## config.mk

```make
export PLATFORM = sky130hd
export DESIGN_NAME = morse_pulse_timing_decoder
export DESIGN_NICKNAME = d
export VERILOG_FILES = /design/src/rtl/core/mptd_pkg.sv /design/src/rtl/core/mptd_csr.sv /design/src/rtl/core/mptd_core.sv /design/src/rtl/core/morse_pulse_timing_decoder.sv
export VERILOG_INCLUDE_DIRS = /design/src /design/src/rtl/core
export SDC_FILE = /design/constraint.sdc
export NUM_CORES = 1
export LEC_CHECK = 0
export ABC_AREA = 1
export BUFFER_PORTS_ARGS = -buffer_cell sky130_fd_sc_hd__buf_2
export CAP_MARGIN = 10
export CORE_ASPECT_RATIO = 0.9
export CORE_MARGIN = 2
export CORE_UTILIZATION = 55
export CTS_CLUSTER_SIZE = 8
export DETAILED_ROUTE_END_ITERATION = 16
export PLACE_DENSITY = 0.8
export SLEW_MARGIN = 15
export SYNTH_ARGS = -nofsm -noshare
export SYNTH_HDL_FRONTEND = slang
export SYNTH_SLANG_ARGS = --single-unit
```

## constraint.sdc

```tcl
create_clock -name clock -period 2.6 [get_ports clock]
set_input_delay 0.52 -clock clock [delete_from_list [all_inputs] [get_ports clock]]
set_output_delay 0.52 -clock clock [all_outputs]
set_load 0.05 [all_outputs]
```

## src/rtl/core/morse_pulse_timing_decoder_assert.svh

```systemverilog
// Assertion macros used by the decoder top-level RTL.
`ifndef MORSE_PULSE_TIMING_DECODER_ASSERT_SVH
`define MORSE_PULSE_TIMING_DECODER_ASSERT_SVH

`ifndef SYNTHESIS
// Checked on the rising clock edge, switched off while reset is high.
`define MPTD_ASSERT(label, clk, rst, prop, msg) \
   label: assert property (@(posedge clk) disable iff (rst) prop) else $error(msg);
// Checked on the rising clock edge, also during reset.
`define MPTD_ASSERT_ALWAYS(label, clk, prop, msg) \
   label: assert property (@(posedge clk) prop) else $error(msg);
`else
`define MPTD_ASSERT(label, clk, rst, prop, msg)
`define MPTD_ASSERT_ALWAYS(label, clk, prop, msg)
`endif

`endif

```

## src/rtl/core/mptd_pkg.sv

```systemverilog
`timescale 1ns / 1ps

package mptd_pkg;

   localparam int COUNT_BITS     = 16;
   localparam int CFG_BITS       = 16;
   localparam int LEN_BITS       = 16;
   localparam int CMP_BITS       = (COUNT_BITS > CFG_BITS) ? COUNT_BITS : CFG_BITS;
   localparam int CSR_INDEX_BITS = 3;

   localparam logic CMD_TICK   = 1'b0;
   localparam logic CMD_EDGE   = 1'b1;
   localparam logic LEVEL_RISE = 1'b1;

   typedef enum logic [2:0] {
      EV_START = 3'd0,
      EV_DOT   = 3'd1,
      EV_DASH  = 3'd2,
      EV_PAUSE = 3'd3,
      EV_END   = 3'd4
   } event_kind_type;

   typedef enum logic [CSR_INDEX_BITS-1:0] {
      REG_DOT_MIN  = 3'd0,
      REG_DOT_MAX  = 3'd1,
      REG_DASH_MIN = 3'd2,
      REG_DASH_MAX = 3'd3,
      REG_GAP_MIN  = 3'd4,
      REG_GAP_MAX  = 3'd5
   } csr_index_type;

   localparam logic [CFG_BITS-1:0] DOT_MIN_RESET  = 16'd7032;
   localparam logic [CFG_BITS-1:0] DOT_MAX_RESET  = 16'd8594;
   localparam logic [CFG_BITS-1:0] DASH_MIN_RESET = 16'd14844;
   localparam logic [CFG_BITS-1:0] DASH_MAX_RESET = 16'd16407;
   localparam logic [CFG_BITS-1:0] GAP_MIN_RESET  = 16'd21000;
   localparam logic [CFG_BITS-1:0] GAP_MAX_RESET  = 16'd25000;

   typedef struct packed {
      logic [CFG_BITS-1:0] dot_min;
      logic [CFG_BITS-1:0] dot_max;
      logic [CFG_BITS-1:0] dash_min;
      logic [CFG_BITS-1:0] dash_max;
      logic [CFG_BITS-1:0] gap_min;
      logic [CFG_BITS-1:0] gap_max;
   } window_type;

   typedef struct packed {
      logic valid;
      logic cmd;
      logic level;
   } step_type;

   typedef struct packed {
      logic                valid;
      event_kind_type      kind;
      logic [LEN_BITS-1:0] len;
   } result_type;

   // Inclusive window test; a window with its minimum above its maximum never matches.
   function automatic logic in_window(input logic [CMP_BITS-1:0] v,
                                      input logic [CFG_BITS-1:0] lo,
                                      input logic [CFG_BITS-1:0] hi);
      return (v >= CMP_BITS'(lo)) && (v <= CMP_BITS'(hi));
   endfunction

endpackage

```

## src/rtl/core/mptd_csr.sv

```systemverilog
`timescale 1ns / 1ps

module mptd_csr (
   input  logic                                clock,
   input  logic                                reset,
   input  logic                                csr_we,
   input  logic [mptd_pkg::CSR_INDEX_BITS-1:0] csr_index,
   input  logic [mptd_pkg::CFG_BITS-1:0]       csr_wdata,
   output mptd_pkg::window_type                windows
);

   mptd_pkg::window_type win_ff;
   mptd_pkg::window_type win_in;

   always_comb begin
      win_in = win_ff;
      if (csr_we) begin
         case (mptd_pkg::csr_index_type'(csr_index))
            mptd_pkg::REG_DOT_MIN:  win_in.dot_min  = csr_wdata;
            mptd_pkg::REG_DOT_MAX:  win_in.dot_max  = csr_wdata;
            mptd_pkg::REG_DASH_MIN: win_in.dash_min = csr_wdata;
            mptd_pkg::REG_DASH_MAX: win_in.dash_max = csr_wdata;
            mptd_pkg::REG_GAP_MIN:  win_in.gap_min  = csr_wdata;
            mptd_pkg::REG_GAP_MAX:  win_in.gap_max  = csr_wdata;
            default: begin
               // Writes to unused indexes are dropped.
               win_in = win_ff;
            end
         endcase
      end
   end

   always_ff @(posedge clock) begin
      if (reset) begin
         win_ff.dot_min  <= mptd_pkg::DOT_MIN_RESET;
         win_ff.dot_max  <= mptd_pkg::DOT_MAX_RESET;
         win_ff.dash_min <= mptd_pkg::DASH_MIN_RESET;
         win_ff.dash_max <= mptd_pkg::DASH_MAX_RESET;
         win_ff.gap_min  <= mptd_pkg::GAP_MIN_RESET;
         win_ff.gap_max  <= mptd_pkg::GAP_MAX_RESET;
      end else begin
         win_ff <= win_in;
      end
   end

   assign windows = win_ff;

endmodule

```

## src/rtl/core/mptd_core.sv

```systemverilog
`timescale 1ns / 1ps

module mptd_core (
   input  logic                 clock,
   input  logic                 reset,
   input  mptd_pkg::step_type   step,
   input  mptd_pkg::window_type windows,
   output mptd_pkg::result_type result
);

   logic [mptd_pkg::COUNT_BITS-1:0] count_ff, count_in;
   logic                            awaiting_ff, awaiting_in;
   logic                            armed_ff, armed_in;
   logic                            seen_ff, seen_in;
   logic [mptd_pkg::CMP_BITS-1:0]   len_ext;

   assign len_ext = mptd_pkg::CMP_BITS'(count_ff);

   always_comb begin
      count_in    = count_ff;
      awaiting_in = awaiting_ff;
      armed_in    = armed_ff;
      seen_in     = seen_ff;
      result.valid = 1'b0;
      result.kind  = mptd_pkg::EV_START;
      result.len   = '0;
      if (step.valid) begin
         if (step.cmd == mptd_pkg::CMD_TICK) begin
            count_in = count_ff + mptd_pkg::COUNT_BITS'(1);
            // The counter wraps to zero on this tick.
            if ((count_ff == '1) && armed_ff) begin
               if (!seen_ff) begin
                  seen_in = 1'b1;
               end else begin
                  awaiting_in  = 1'b1;
                  armed_in     = 1'b0;
                  seen_in      = 1'b0;
                  result.valid = 1'b1;
                  result.kind  = mptd_pkg::EV_END;
               end
            end
         end else begin
            count_in = '0;
            if (step.level == mptd_pkg::LEVEL_RISE) begin
               if (awaiting_ff) begin
                  seen_in      = 1'b0;
                  armed_in     = 1'b1;
                  awaiting_in  = 1'b0;
                  result.valid = 1'b1;
                  result.kind  = mptd_pkg::EV_START;
               end else if (mptd_pkg::in_window(len_ext, windows.gap_min, windows.gap_max)) begin
                  result.valid = 1'b1;
                  result.kind  = mptd_pkg::EV_PAUSE;
                  result.len   = len_ext[mptd_pkg::LEN_BITS-1:0];
               end
            end else begin
               // The dot window takes priority where the two overlap.
               if (mptd_pkg::in_window(len_ext, windows.dot_min, windows.dot_max)) begin
                  result.valid = 1'b1;
                  result.kind  = mptd_pkg::EV_DOT;
                  result.len   = len_ext[mptd_pkg::LEN_BITS-1:0];
               end else if (mptd_pkg::in_window(len_ext, windows.dash_min,
                                                windows.dash_max)) begin
                  result.valid = 1'b1;
                  result.kind  = mptd_pkg::EV_DASH;
                  result.len   = len_ext[mptd_pkg::LEN_BITS-1:0];
               end
            end
         end
      end
   end

   always_ff @(posedge clock) begin
      if (reset) begin
         count_ff    <= '0;
         awaiting_ff <= 1'b1;
         armed_ff    <= 1'b0;
         seen_ff     <= 1'b0;
      end else begin
         count_ff    <= count_in;
         awaiting_ff <= awaiting_in;
         armed_ff    <= armed_in;
         seen_ff     <= seen_in;
      end
   end

endmodule

```

## src/rtl/core/morse_pulse_timing_decoder.sv

```systemverilog
`timescale 1ns / 1ps
// Morse pulse timing decoder.
// The req channel carries one item per transfer: req_tuser is the item kind
// (0 a prescaled timer tick, 1 a pin edge) and req_tdata[0] the pin level
// after an edge. The rsp channel carries events: rsp_tuser is the event kind
// (start, dot, dash, letter pause, end) and rsp_tdata the measured length.
// Ticks normally produce no event; edges produce one when a message starts or a window matches.
// The six window bounds are written through the csr port; the user must write them only
// while idle, as the block itself does not enforce it. An accepted item sits in the input
// register, is then classified against the tick counter and the windows, and its event is
// registered in the output register that drives rsp. One item can be accepted every cycle
// while the output register is empty or draining; the counter update and two window
// compares are the whole path. Reset restores the default windows, clears the counter and
// returns the decoder to waiting for a message. When rsp_tready is low the pending event
// holds, the input register still takes one more item, and req_tready drops only when
// both registers are full.
module morse_pulse_timing_decoder (
   input  logic                                clock,
   input  logic                                reset,
   input  logic                                req_tvalid,
   output logic                                req_tready,
   input  logic [7:0]                          req_tdata,   // [0] pin_level
   input  logic                                req_tuser,   // [0] cmd
   output logic                                rsp_tvalid,
   input  logic                                rsp_tready,
   output logic [mptd_pkg::LEN_BITS-1:0]       rsp_tdata,   // [15:0] pulse_length
   output logic [2:0]                          rsp_tuser,   // [2:0] event_kind
   input  logic                                csr_we,
   input  logic [mptd_pkg::CSR_INDEX_BITS-1:0] csr_index,
   input  logic [mptd_pkg::CFG_BITS-1:0]       csr_wdata
);

`include "morse_pulse_timing_decoder_assert.svh"

   logic                 in_valid_ff, in_valid_in;
   logic                 in_cmd_ff, in_cmd_in;
   logic                 in_level_ff, in_level_in;
   logic                 rsp_valid_ff, rsp_valid_in;
   mptd_pkg::result_type rsp_data_ff, rsp_data_in;
   logic                 advance;
   logic                 req_xfer;
   mptd_pkg::step_type   step;
   mptd_pkg::window_type windows;
   mptd_pkg::result_type result;

   // The classify stage moves whenever the output register is empty or draining.
   assign advance    = !rsp_valid_ff || rsp_tready;
   assign req_tready = !in_valid_ff || advance;
   assign req_xfer   = req_tvalid && req_tready;

   assign step.valid = in_valid_ff && advance;
   assign step.cmd   = in_cmd_ff;
   assign step.level = in_level_ff;

   mptd_csr u_csr (
      .clock     (clock),
      .reset     (reset),
      .csr_we    (csr_we),
      .csr_index (csr_index),
      .csr_wdata (csr_wdata),
      .windows   (windows)
   );

   mptd_core u_core (
      .clock   (clock),
      .reset   (reset),
      .step    (step),
      .windows (windows),
      .result  (result)
   );

   always_comb begin
      in_valid_in  = in_valid_ff;
      in_cmd_in    = in_cmd_ff;
      in_level_in  = in_level_ff;
      rsp_valid_in = rsp_valid_ff;
      rsp_data_in  = rsp_data_ff;
      if (req_xfer) begin
         in_valid_in = 1'b1;
         in_cmd_in   = req_tuser;
         in_level_in = req_tdata[0];
      end else if (advance) begin
         in_valid_in = 1'b0;
      end
      if (advance) begin
         rsp_valid_in = result.valid;
         rsp_data_in  = result;
      end
   end

   always_ff @(posedge clock) begin
      if (reset) begin
         in_valid_ff  <= 1'b0;
         rsp_valid_ff <= 1'b0;
      end else begin
         in_valid_ff  <= in_valid_in;
         rsp_valid_ff <= rsp_valid_in;
      end
      in_cmd_ff   <= in_cmd_in;
      in_level_ff <= in_level_in;
      rsp_data_ff <= rsp_data_in;
   end

   assign rsp_tvalid = rsp_valid_ff;
   assign rsp_tdata  = rsp_data_ff.len;
   assign rsp_tuser  = rsp_data_ff.kind;

   `MPTD_ASSERT(a_start_end_zero_len, clock, reset, rsp_tvalid && ((rsp_tuser == mptd_pkg::EV_START) || (rsp_tuser == mptd_pkg::EV_END)) |-> (rsp_tdata == '0), "start or end event carries a non-zero length")
   `MPTD_ASSERT(a_input_held, clock, reset, in_valid_ff && !advance |=> in_valid_ff && $stable(in_cmd_ff) && $stable(in_level_ff), "stalled input item was lost or changed")
   `MPTD_ASSERT(a_ready_only_when_full, clock, reset, !req_tready |-> in_valid_ff && rsp_valid_ff, "input refused while a register was free")
   `MPTD_ASSERT_ALWAYS(a_reset_empty, clock, $past(reset) |-> !rsp_tvalid && req_tready, "pipeline not empty after reset")

endmodule

```

==> out/qor.yml <==
met3_usage_pct: 6.648
holdBufCountCts: 0
dr.pass1.iters: 5
r2r-start: "u_core.count_ff[9]$_SDFFE_PP0P_"
fillerInstances: 1105
start_kind: "register"
post-route-drc-count: 0
worstHoldStart: "req_tuser"
cts.htree.levels: 4
maxSlewViolCount: 0
cts.clk_slew.worst_paths_ns: 0.06
skew_ns: 0.009032
synthFlopType: "dfxtp_1"
grt_use_met1_pct: 32.82
coreArea_um2: 13410
required_ns: 2.85
arrival_ns: 2.64
setup_viol: 0
top_usage_layer: "met2"
synthTopCellsByArea: "dfxtp_1 31%, ha_1 16%, edfxtp_1 8.3%, nand2_1 7.7%, a21oi_1 7.5%"
post_cts_resized: 0
synth_top_area_share_pct: 30.87
crit_type: "register to register"
grt_usage_pct: 24.97
slowest_stage: "dfxtp_1"
grt_max_degree: 94
die-area_um2: 14750
r2r_slack_ns: 0.21
fin_util_pct: 64.31
post-synth-top-count-cell: "nand2_1"
ctsRootBufferMaster: "clkbuf_16"
synthesis.area_um2: 7587
async_flop_share_pct: 0
yosys_register_bits: 138
wire_per_inst_um: 14.74
rsz0062_at_grt: "false"
yosysTopAreaCell: "dfxtp_1"
finish.instance_area_um2: 8626
max-cap-violations: 0
cts_buffer_depth: 2
relSlewSlack_pct: 49.42
final_nets: 1127
worstSkewPairLatency_ns: 0.43
numCtsBuffers: 17
holdPathStages: 1
port_buffers: 46
grt_pass1_wl_mm: 28.85
drtAntennaViolNets: 0
dr.first_iter.drc_count: 566
drive_gt1_share_pct: 13.37
place_congestion: 0.8881
pin_count: 54
worst_pin_slew_ns: 0.7578
final_cell_count_no_fill: 1178
hold-path-endpoint: "in_cmd_ff$_DFFE_PP_"
power_density_nw_per_um2: 595.8
synth_edf_count: 21
placed_cells_incl_taps: 1146
synth_area_per_cell_um2: 8.012
cp-end-kind: "register"
antenna_found_initial: 0
clock_sinks: 138
dpl-instance-area_um2: 8005
cts_setup_buffers: 0
die_w_um: 127.8
synth_warnings: 0
fmax_ghz: 0.4187
dp_hpwl_mm: 12.21
num_antenna_cells: 0
ys_seq_area_share_pct: 39.18
rr_endpoint: "rsp_tdata[0]$_SDFFCE_PN0P_"
vias_per_cell: 5.429
power.total_w: 0.005140
area_growth_pct: 13.69
cpMostUsedCell: "nand2_1"
synth_top_cells_by_count: "156 x nand2_1, 150 x inv_1, 117 x dfxtp_1, 113 x a21oi_1, 97 x ha_1"
fin_setup_tns_ns: 0
syn_inst: 947
vdd_drop_max_mv: 0.4451
path_max_fanout: 18
fin_crit_sh_pct: 91.86
use_met2_pct: 40.21
wirelength_mm: 17.36
vias: 6395
rows: 40
ff2ff_path_depth: 13
path_cells: "buf_4, ha_1, nand2_1, inv_1, o21ai_1, a21oi_1, nor2_1, nand2_1, nand2_1, nand2_1, nand2_2, nand3_4, nor3_1"
cts_tree: "built"
fin_crit_ns: 2.388
p_leak_nw: 4.098
hold_viol_final: 0
first_global_vias: 5914
status: "complete, no violations"
syn_nets: 1077
crit_path_max_incr_delay_ns: 0.45
die_y_um: 115.4
yosysUniqueCellTypes: 33
start_util_pct: 56.57
grt_overflow: 0
hp-class: "input port to register"
flip-flops by register name, indices dropped and copies added (netlist names):
name                flops
u_core.armed_ff         1
rsp_tdata              16
rsp_tuser               3
rsp_tvalid              1
u_core.awaiting_ff      1
u_csr.windows          96
in_level_ff             1
in_valid_ff             1
u_core.seen_ff          1
u_core.count_ff        16
in_cmd_ff               1
worst max-delay path by stage:
stage	start	to
floorplan	u_core.count_ff[14]$_SDFFE_PP0P_	rsp_tdata[4]$_SDFFCE_PN0P_
global placement	u_core.count_ff[11]$_SDFFE_PP0P_	rsp_tdata[0]$_SDFFCE_PN0P_
detailed placement	u_core.count_ff[11]$_SDFFE_PP0P_	rsp_tdata[0]$_SDFFCE_PN0P_
CTS	u_core.count_ff[9]$_SDFFE_PP0P_	rsp_tdata[0]$_SDFFCE_PN0P_
global route	u_core.count_ff[9]$_SDFFE_PP0P_	rsp_tdata[0]$_SDFFCE_PN0P_
finish	u_core.count_ff[9]$_SDFFE_PP0P_	rsp_tdata[0]$_SDFFCE_PN0P_
logic make-up (layout without fill, tap and decap cells):
family / count (synthesis) / in the layout / synth area share [%]
buffers and inverters: 184 / 247 / 9.416
flip-flops: 138 / 138 / 39.18
adder cells (fa/ha/maj): 97 / 97 / 16.00
AND/OR/NAND/NOR: 292 / 292 / 18.21
AO/OA/AOI/OAI: 236 / 236 / 17.20
stage by stage:
step           setup slack, ns  hold slack [ns]
6_report                0.2116           0.2667
5_1_grt                0.07489           0.2553
4_1_cts                 0.2491           0.2576
3_5_place_dp            0.2876           0.4494
3_3_place_gp            0.3516           0.4429
2_1_floorplan           0.6775           0.4326
per-layer routing:
metal | vias to the layer above | wire (um)
met3 | 25 | 801
met2 | 138 | 8072
met4 | 0 | 255
li1 | 3260 | -
met1 | 2972 | 8230
met5 | - | 0
final cells by class:
type                       count  area [um2]  share of cell area [%]
clock inverter                 6       80.08                  0.9283
timing repair buffer          58       332.8                   3.858
tap                          168       210.2                   2.437
clock buffer                  26       540.5                   6.266
multi-input combinational    625        3900                   45.21
sequential                   138        2973                   34.46
inverter                     157       589.3                   6.832
power breakdown:
group          internal [W]  switching (W)
Clock               0.00162       0.000905
Combinational      0.000116       0.000250
Sequential          0.00223      0.0000239
worst max-delay path, delay by kind of cell (launching register included):
family	cells	cell delay [ns]
buffers and inverters	2	0.22
AND/OR/NAND/NOR	8	1.08
flip-flops	1	0.45
adder cells (fa/ha/maj)	1	0.24
AO/OA/AOI/OAI	2	0.20
placed cells by master, fill, tap and decap left out, types with 11 or more instances in the layout:
master / n
o21ai_0: 74
nor3_2: 18
buf_4: 11
nor3_1: 12
ha_1: 97
edfxtp_1: 21
nor2_1: 58
a21oi_1: 113
dfxtp_1: 117
inv_1: 149
nand2_1: 156
clkbuf_16: 18
nand3_1: 19
o211ai_1: 34
buf_2: 46
(Power assumes the default switching activity.)
